**config.mk**
```make
export PLATFORM = sky130hd
export DESIGN_NAME = epoch_to_local_calendar
export DESIGN_NICKNAME = d
export VERILOG_FILES = /design/src/rtl/etlc_pkg.sv /design/src/rtl/etlc_month.sv /design/src/rtl/epoch_to_local_calendar.sv
export SDC_FILE = /design/constraint.sdc
export NUM_CORES = 2
export LEC_CHECK = 0
export BUFFER_PORTS_ARGS = -buffer_cell sky130_fd_sc_hd__buf_2
export CAP_MARGIN = 25
export CORE_AREA = 3 3 349 351
export DETAILED_ROUTE_END_ITERATION = 8
export DIE_AREA = 0 0 352 354
export HOLD_SLACK_MARGIN = 0.03
export MAX_ROUTING_LAYER = met4
export PLACE_DENSITY = 0.59
export RECOVER_POWER = 50
export SYNTH_ARGS = -nofsm -noshare
export SYNTH_HDL_FRONTEND = slang
export SYNTH_SLANG_ARGS = --single-unit
export TNS_END_PERCENT = 1
```
**constraint.sdc**
```tcl
create_clock -name i_clk -period 12.7 [get_ports i_clk]
set_input_delay 2.54 -clock i_clk [delete_from_list [all_inputs] [get_ports i_clk]]
set_output_delay 2.54 -clock i_clk [all_outputs]
set_load 0.02 [all_outputs]
```
**src/rtl/etlc_pkg.sv**
```systemverilog
package etlc_pkg;

    localparam int unsigned YEAR_W  = 12;
    localparam int unsigned MONTH_W = 4;
    localparam int unsigned DOM_W   = 5;
    localparam int unsigned DOY_W   = 9;
    localparam int unsigned HOUR_W  = 5;
    localparam int unsigned MIN_W   = 6;
    localparam int unsigned SEC_W   = 6;
    localparam int unsigned WDAY_W  = 3;
    localparam int unsigned OFFS_W  = 17;
    localparam int unsigned EPOCH_W = 32;

    localparam logic [33:0] LIMIT_SECONDS = 34'd4102444800;
    localparam logic [11:0] EPOCH_YEAR    = 12'd1970;

    // reciprocal constants, ceil(2^k / d), exact over the operand ranges used
    localparam int unsigned K_675  = 35;
    localparam int unsigned K_1461 = 27;
    localparam int unsigned K_365  = 25;
    localparam int unsigned K_60   = 23;
    localparam int unsigned K_7    = 19;

    localparam longint unsigned RCP_675  = ((64'd1 << K_675) + 64'd674) / 64'd675;
    localparam longint unsigned RCP_1461 = ((64'd1 << K_1461) + 64'd1460) / 64'd1461;
    localparam longint unsigned RCP_365  = ((64'd1 << K_365) + 64'd364) / 64'd365;
    localparam longint unsigned RCP_60   = ((64'd1 << K_60) + 64'd59) / 64'd60;
    localparam longint unsigned RCP_7    = ((64'd1 << K_7) + 64'd6) / 64'd7;

    typedef struct packed {
        logic [MONTH_W-1:0] month;
        logic [DOY_W-1:0]   start;
    } t_month;

    function automatic logic [DOY_W-1:0] month_start(input logic leap, input logic [3:0] idx);
        logic [DOY_W-1:0] base;
        case (idx)
            4'd0:    base = 9'd0;
            4'd1:    base = 9'd31;
            4'd2:    base = 9'd59;
            4'd3:    base = 9'd90;
            4'd4:    base = 9'd120;
            4'd5:    base = 9'd151;
            4'd6:    base = 9'd181;
            4'd7:    base = 9'd212;
            4'd8:    base = 9'd243;
            4'd9:    base = 9'd273;
            4'd10:   base = 9'd304;
            4'd11:   base = 9'd334;
            default: base = 9'd365;
        endcase
        if (leap && idx >= 4'd2) begin
            base = base + 9'd1;
        end
        return base;
    endfunction

endpackage

```
**src/rtl/etlc_month.sv**
```systemverilog
module etlc_month (
    input  logic [etlc_pkg::DOY_W-1:0] i_doy,
    input  logic                       i_leap,
    output etlc_pkg::t_month           o_month
);
    import etlc_pkg::*;

    always_comb begin
        o_month.month = 4'd1;
        o_month.start = '0;
        for (int i = 1; i < 12; i++) begin
            if (i_doy >= month_start(i_leap, 4'(i))) begin
                o_month.month = 4'(i + 1);
                o_month.start = month_start(i_leap, 4'(i));
            end
        end
    end

endmodule

```
**src/rtl/epoch_to_local_calendar.sv**
```systemverilog
// a result is valid once its request has passed register stages a to g, in order
// throughput: one request per cycle while the output is not stalled, seven register stages with a common stall
// the stall follows the output stage: the pipe holds while a result waits
// reset (synchronous, active low) clears all stage valid bits and loads
// the zone offset with +9 hours (32400 s)
module epoch_to_local_calendar (
    input  logic                                  i_clk,
    input  logic                                  i_rst_n,
    input  logic                                  i_cfg_wr_en,
    input  logic signed [etlc_pkg::OFFS_W-1:0]    i_cfg_wr_data,
    input  logic                                  i_in_valid,
    output logic                                  o_in_ready,
    input  logic [etlc_pkg::EPOCH_W-1:0]          i_epoch_seconds,
    output logic                                  o_out_valid,
    input  logic                                  i_out_ready,
    output logic [etlc_pkg::YEAR_W-1:0]           o_year,
    output logic [etlc_pkg::MONTH_W-1:0]          o_month,
    output logic [etlc_pkg::DOM_W-1:0]            o_day_of_month,
    output logic [etlc_pkg::DOY_W-1:0]            o_day_of_year,
    output logic [etlc_pkg::HOUR_W-1:0]           o_hour,
    output logic [etlc_pkg::MIN_W-1:0]            o_minute,
    output logic [etlc_pkg::SEC_W-1:0]            o_second,
    output logic [etlc_pkg::WDAY_W-1:0]           o_weekday,
    output logic                                  o_range_error
);
    import etlc_pkg::*;

    localparam int unsigned NSTG = 7;

    logic signed [OFFS_W-1:0] r_offset;
    logic [NSTG-1:0]          r_vld;
    logic [NSTG-1:0]          r_err;
    logic                     en;

    // stage a: local seconds and range check
    logic signed [33:0] n_lt;
    logic               n_err;
    logic [31:0]        r_a_t;

    // stage b: day count
    logic [50:0] b_prod;
    logic [15:0] r_b_days;
    logic [24:0] r_b_q1;
    logic [6:0]  r_b_r1;

    // stage c: second of day, leap days, week quotient
    logic [25:0] c_dprod;
    logic [25:0] c_rem;
    logic [16:0] c_lx;
    logic [16:0] c_wx;
    logic [33:0] c_lprod;
    logic [33:0] c_wprod;
    logic [15:0] r_c_days;
    logic [16:0] r_c_sod;
    logic [5:0]  r_c_leap;
    logic [13:0] r_c_wq;

    // stage d: minute count, year offset, weekday
    logic [34:0] d_mprod;
    logic [15:0] d_dl;
    logic [32:0] d_yprod;
    logic [16:0] d_wd;
    logic [15:0] r_d_days;
    logic [16:0] r_d_sod;
    logic [10:0] r_d_mt;
    logic [7:0]  r_d_y;
    logic [2:0]  r_d_wd;

    // stage e: second, hour, day of year
    logic [16:0] e_sec;
    logic [28:0] e_hprod;
    logic [15:0] e_ybase;
    logic [15:0] e_doy;
    logic [5:0]  r_e_sec;
    logic [10:0] r_e_mt;
    logic [4:0]  r_e_hr;
    logic [8:0]  r_e_doy;
    logic        r_e_leap;
    logic [7:0]  r_e_y;
    logic [2:0]  r_e_wd;

    // stage f: minute and month
    logic [10:0] f_min;
    t_month      f_mon;
    logic [5:0]  r_f_sec;
    logic [5:0]  r_f_min;
    logic [4:0]  r_f_hr;
    logic [8:0]  r_f_doy;
    logic [7:0]  r_f_y;
    logic [2:0]  r_f_wd;
    logic [3:0]  r_f_mon;
    logic [8:0]  r_f_start;

    // stage g: output register
    logic [8:0]  g_dom;
    logic [11:0] r_g_year;
    logic [3:0]  r_g_mon;
    logic [4:0]  r_g_dom;
    logic [8:0]  r_g_doy;
    logic [4:0]  r_g_hr;
    logic [5:0]  r_g_min;
    logic [5:0]  r_g_sec;
    logic [2:0]  r_g_wd;

    assign en         = !r_vld[NSTG-1] || i_out_ready;
    assign o_in_ready = en;

    always_ff @(posedge i_clk) begin
        if (!i_rst_n) begin
            r_offset <= 17'sd32400;
        end else if (i_cfg_wr_en) begin
            r_offset <= i_cfg_wr_data;
        end
    end

    always_ff @(posedge i_clk) begin
        if (!i_rst_n) begin
            r_vld <= '0;
            r_err <= '0;
        end else if (en) begin
            r_vld <= {r_vld[NSTG-2:0], i_in_valid};
            r_err <= {r_err[NSTG-2:0], n_err};
        end
    end

    always_comb begin
        n_lt  = $signed({2'b00, i_epoch_seconds}) + 34'(r_offset);
        n_err = n_lt[33] || (n_lt >= $signed(LIMIT_SECONDS));
    end

    assign b_prod = 51'(r_a_t[31:7]) * 51'(RCP_675);

    always_comb begin
        c_dprod = 26'(r_b_days) * 26'd675;
        c_rem   = 26'(r_b_q1) - c_dprod;
        c_lx    = 17'(r_b_days) + 17'd672;
        c_wx    = 17'(r_b_days) + 17'd4;
        c_lprod = 34'(c_lx) * 34'(RCP_1461);
        c_wprod = 34'(c_wx) * 34'(RCP_7);
    end

    always_comb begin
        d_mprod = 35'(r_c_sod) * 35'(RCP_60);
        d_dl    = r_c_days - 16'(r_c_leap);
        d_yprod = 33'(d_dl) * 33'(RCP_365);
        d_wd    = (17'(r_c_days) + 17'd4) - 17'(r_c_wq) * 17'd7;
    end

    always_comb begin
        e_sec   = r_d_sod - 17'(r_d_mt) * 17'd60;
        e_hprod = 29'(r_d_mt) * 29'(RCP_60);
        e_ybase = 16'(r_d_y) * 16'd365 + 16'((9'(r_d_y) + 9'd1) >> 2);
        e_doy   = r_d_days - e_ybase;
    end

    assign f_min = r_e_mt - 11'(r_e_hr) * 11'd60;

    etlc_month u_month (
        .i_doy   (r_e_doy),
        .i_leap  (r_e_leap),
        .o_month (f_mon)
    );

    assign g_dom = r_f_doy - r_f_start + 9'd1;

    always_ff @(posedge i_clk) begin
        if (en) begin
            r_a_t     <= n_lt[31:0];

            r_b_days  <= b_prod[K_675+15:K_675];
            r_b_q1    <= r_a_t[31:7];
            r_b_r1    <= r_a_t[6:0];

            r_c_days  <= r_b_days;
            r_c_sod   <= {c_rem[9:0], r_b_r1};
            r_c_leap  <= c_lprod[K_1461+5:K_1461];
            r_c_wq    <= c_wprod[K_7+13:K_7];

            r_d_days  <= r_c_days;
            r_d_sod   <= r_c_sod;
            r_d_mt    <= d_mprod[K_60+10:K_60];
            r_d_y     <= d_yprod[K_365+7:K_365];
            r_d_wd    <= d_wd[2:0];

            r_e_sec   <= e_sec[5:0];
            r_e_mt    <= r_d_mt;
            r_e_hr    <= e_hprod[K_60+4:K_60];
            r_e_doy   <= e_doy[8:0];
            r_e_leap  <= (r_d_y[1:0] == 2'd2);
            r_e_y     <= r_d_y;
            r_e_wd    <= r_d_wd;

            r_f_sec   <= r_e_sec;
            r_f_min   <= f_min[5:0];
            r_f_hr    <= r_e_hr;
            r_f_doy   <= r_e_doy;
            r_f_y     <= r_e_y;
            r_f_wd    <= r_e_wd;
            r_f_mon   <= f_mon.month;
            r_f_start <= f_mon.start;

            // out of range results carry zeros
            if (r_err[NSTG-2]) begin
                r_g_year <= '0;
                r_g_mon  <= '0;
                r_g_dom  <= '0;
                r_g_doy  <= '0;
                r_g_hr   <= '0;
                r_g_min  <= '0;
                r_g_sec  <= '0;
                r_g_wd   <= '0;
            end else begin
                r_g_year <= 12'(r_f_y) + EPOCH_YEAR;
                r_g_mon  <= r_f_mon;
                r_g_dom  <= g_dom[4:0];
                r_g_doy  <= r_f_doy;
                r_g_hr   <= r_f_hr;
                r_g_min  <= r_f_min;
                r_g_sec  <= r_f_sec;
                r_g_wd   <= r_f_wd;
            end
        end
    end

    assign o_out_valid    = r_vld[NSTG-1];
    assign o_range_error  = r_err[NSTG-1];
    assign o_year         = r_g_year;
    assign o_month        = r_g_mon;
    assign o_day_of_month = r_g_dom;
    assign o_day_of_year  = r_g_doy;
    assign o_hour         = r_g_hr;
    assign o_minute       = r_g_min;
    assign o_second       = r_g_sec;
    assign o_weekday      = r_g_wd;

endmodule

```
======== Yosys cells after proc, flatten, opt, wreduce, memory -nomap -nowiden ========
Index checks and enable logic that the tools add are counted.
storage, ports and cells
  bits in registers ....................... 320
  input bits .............................. 54
  output and inout port bits .............. 53
  word-level logic and storage cells ...... 134
operators by class
  add/sub/neg operators ................... 25
  multiply operators ...................... 11
  $lt $le $gt $ge ......................... 12
  eq/ne operators ......................... 1
  multiplexer cells ....................... 41
  reductions and logical operators ........ 4
operators with widths
  kind                                                    number
  two-way mux 9 bit                                       18
  adder 9 x 1 -> 9 bit (second input constant)            9
  two-way mux 13 bit                                      5
  multiplier 25 x 26 -> 51 bit (second input constant)    1
  two-way mux 12 bit                                      4
  >= comparator 9 x 8 -> 1 bit                            4
  adder 33 x 17 -> 34 bit                                 1
  >= comparator 34 x 33 -> 1 bit (second input constant)  1
  multiplier 17 x 18 -> 34 bit (second input constant)    1
  multiplier 17 x 17 -> 33 bit (second input constant)    1
  multiplier 16 x 16 -> 32 bit (second input constant)    1
  multiplier 17 x 15 -> 31 bit (second input constant)    1
  multiplier 11 x 18 -> 28 bit (second input constant)    1
  >= comparator 9 bit                                     3
  >= comparator 9 x 7 -> 1 bit                            2
  adder 16 x 10 -> 17 bit (second input constant)         1
  adder 16 x 3 -> 17 bit (second input constant)          1
  multiplier 16 x 10 -> 10 bit (second input constant)    1
  subtractor 16 x 6 -> 16 bit                             1
  two-way mux 5 bit                                       3
  multiplier 14 x 3 -> 3 bit (second input constant)      1
  adder 8 x 11 -> 12 bit (second input constant)          1
  subtractor 6 bit                                        2
  multiplier 11 x 4 -> 4 bit (second input constant)      1
  other kinds (21)                                        29

======== Logic depth before layout (Yosys ltp) ========
  word-level depth ........................ 15
  mapped depth ............................ 33
  depth with buffers taken out ............ 33

======== By module ========
From an unflattened synthesis, not the netlist that was laid out.
unflattened totals
  cell total of the unflattened synthesis .. 3772
  area, all modules ....................... 41128.2 sq um
modules (own cells, without submodules)
  module                   instances  cells an instance  area each (sq um)  seq. area each (sq um)
  epoch_to_local_calendar  1          3667               40357.5            8968.6
  etlc_month               1          105                770.7              0.0

======== Least setup slack after synthesis ========
Ideal clock, no wire load.
  path kind ............................... input-to-output
  from .................................... input port i_out_ready
  to ...................................... output port o_in_ready
  arrival ................................. 10.554 ns
  required time ........................... 10.160 ns
  slack ................................... -0.394 ns
  stages on the path ...................... 3
  path buffers ............................ 1
  path through ............................ nor2b_1 -> inv_1 -> buf_1
on the way
  cells in the longest elaborated chain, start to end .. 1
RTL lines
  element           RTL line                        RTL
  from (decl)       epoch_to_local_calendar.sv:15   input logic i_out_ready,
  logical OR 1 bit  epoch_to_local_calendar.sv:105  assign en = !r_vld[NSTG-1] || i_out_ready;
  to (decl)         epoch_to_local_calendar.sv:12   output logic o_in_ready,
Every way passes these cells.

======== Worst setup path after layout ========
Same ends and word-level chain as after synthesis.

==> results.toml <==
[placed_design]
io_buffers = 106
globalplace.congestion = 0.913
dp_hpwl_um = 74400

[timing]
report.final.hold_viol_count = 0
drv_slew = 153
setup_violations = 0
fin_crit_ns = 8.87
rsz0062_at_grt = "no"
finalCritPeriodShare = 0.699
tns_ns = 0
skew_ns = 0.0275
slew_headroom = -0.793
fmax_ghz = 0.113
worst_slew_pin_slew_ns = 2.68

[worst_setup_path]
crit_path_top_delay_cell = "clkinvlp_2"
path_cells = "buf_2 -> nor2b_1 -> clkbuf_1 -> clkinvlp_2 -> buf_2"
crit_family = "buffers and inverters"
required_ns = 10.16
crit_fanout = 55
critPathBufInv = 4
worst_ep_arrival_time_ns = 6.33
cp-end-kind = "output pin"
worstSetupStartpointType = "input pin"
max_stage_delay_ns = 2.18
path_class = "in2out"
path_common_cell = "buf_2"

[logic_synthesis]
synth_top_flop_cell = "edfxtp_1"
async_flop_share = 0
synth_area_mm2 = 0.0415
synth_edf_count = 278
synth_seq_cells = 309
netlist-cell-type-count = 64
synth.net_count = 5343
synthCells = 3861
synth_area_per_cell_um2 = 10.7
ys_seq_area_frac = 0.216
ys_warn_count = 0

[cells_and_area]
final_common_cell = "inv_1"
drive_above_1_share = 0.0353
nFillCells = 11800
final_cell_mix = "inv_1, ha_1, fa_1"
area_delta_synth_final_pct = 8.90
nets = 5480
final_util = 0.378
insertedDiodeCount = 0

[route]
drc_errors = 0
via_per_inst = 4.59
num_vias = 25900
drtIter0Drc = 1046
routed_wl_um = 87700
wl_per_cell_um = 15.6
drtAntennaViolNets = 0
drt_pass1_iterations = 5

[clock_tree]
clockBufferDepth = 3
cts_tree = "yes"
clk_latency_ns = 0.57
cts_buffers = 38
cts_sinks = 309
ctsResizeCount = 0
post_cts_buffers = 0
root_buffer = "clkbuf_16"
clk_pin_slew_ns = 0.05
postCtsHoldBufs = 0
cts_max_level = 2

[global_routing]
grt_pass1_vias = 27500
grtUsageTotal = 0.150
grt_pass1_wl_um = 146000
antenna_found_initial = 2
grt_overflow = 0
grt_max_degree = 78

[flow_run]
drv_cap = 3

[floorplan]
core-area_mm2 = 0.119
row_count = 127
die_area_mm2 = 0.125
start_util = 0.347
ios = 107
die_w_um = 352
die_y_um = 354

[min_path]
min_path_type = "reg2reg"

[outcome]
violations = "max-capacitance violations, max-slew violations"
status = "complete, but fails checks"
-- sequential cells by signal, indices dropped and copies added, names as in the netlist, 8 cells and up --
register       flops
o_day_of_year      9
r_offset          17
r_e_doy            9
r_c_sod           17
r_c_days          16
r_b_days          16
r_f_y              8
r_a_t             32
r_d_y              8
r_d_mt            11
r_f_doy            9
o_year            12
r_d_days           9
r_b_q1            10
r_e_y              8
-- Yosys cell counts (21+ instances only) --
cell type,instances,share of area
a21o_1,50,0.0091
a21oi_1,114,0.014
clkbuf_1,26,0.0024
dfxtp_1,31,0.015
edfxtp_1,278,0.20
fa_1,497,0.24
ha_1,931,0.28
inv_1,991,0.090
mux2i_1,22,0.0053
nand2_1,108,0.0098
nand2b_1,23,0.0035
nand3_1,35,0.0042
nor2_1,101,0.0091
nor2b_1,68,0.010
nor3_1,40,0.0048
o21a_1,24,0.0043
o21ai_0,74,0.0089
o21bai_1,21,0.0038
xnor2_1,147,0.031
xor2_1,60,0.013
-- area by class of cell --
| type | count | area, µm² | area share |
|---|---|---|---|
| Clock inverter | 22 | 199 | 0.00441 |
| Tap cell | 1612 | 2020 | 0.0447 |
| Sequential cell | 309 | 8970 | 0.199 |
| Inverter | 992 | 3720 | 0.0825 |
| Multi-Input combinational cell | 2531 | 28600 | 0.635 |
| Clock buffer | 46 | 1000 | 0.0222 |
| Timing Repair Buffer | 126 | 578 | 0.0128 |
-- cell families (layout without fill, tap and decap cells) --
logic type	count (synthesis)	after routing	share of synthesized area
compound gates	414	414	0.0658
xor+xnor	207	207	0.0437
fa+ha+maj	1428	1428	0.521
buf+inv	1021	1186	0.0925
flops	309	309	0.216
mux	22	22	0.00531
simple gates	460	460	0.0552
-- final timing paths --
path	startpoint	endpoint	slack [ns]	cells past startpoint
setup / recovery	i_out_ready	o_in_ready	3.83	5
hold / removal	r_a_t[6]	r_b_r1[6]	0.41	0
setup reg to reg	r_b_days[5]	r_c_leap[5]	4.30	31
hold reg to reg	r_a_t[6]	r_b_r1[6]	0.41	0
-- per-layer routing --
| layer | share of wire | vias to the layer above | wire length [µm] | track usage |
|---|---|---|---|---|
| met5 | 0 | - | 0 | - |
| met4 | 0.013 | 0 | 1160 | 0.0222 |
| met3 | 0.035 | 73 | 3090 | 0.0196 |
| met2 | 0.47 | 314 | 41600 | 0.251 |
| met1 | 0.48 | 12700 | 41800 | 0.200 |
| li1 | - | 12800 | - | - |
-- metrics by stage --
step | cells | hold slack, ns | instance area [µm²] | worst slack (ns)
floorplan | 3861 | 0.400 | 41500 | 0.400
global placement | 5570 | 0.401 | 44000 | 4.33
detailed placement | 5570 | 0.405 | 44000 | 4.29
CTS | 5638 | 0.409 | 45200 | 4.25
global route | 5638 | 0.414 | 45100 | 3.31
finish | 5638 | 0.408 | 45100 | 3.83
Power is left out: the tool's default activity adds up to more than one toggle a clock period on the data nets, which glitch-free logic cannot reach.
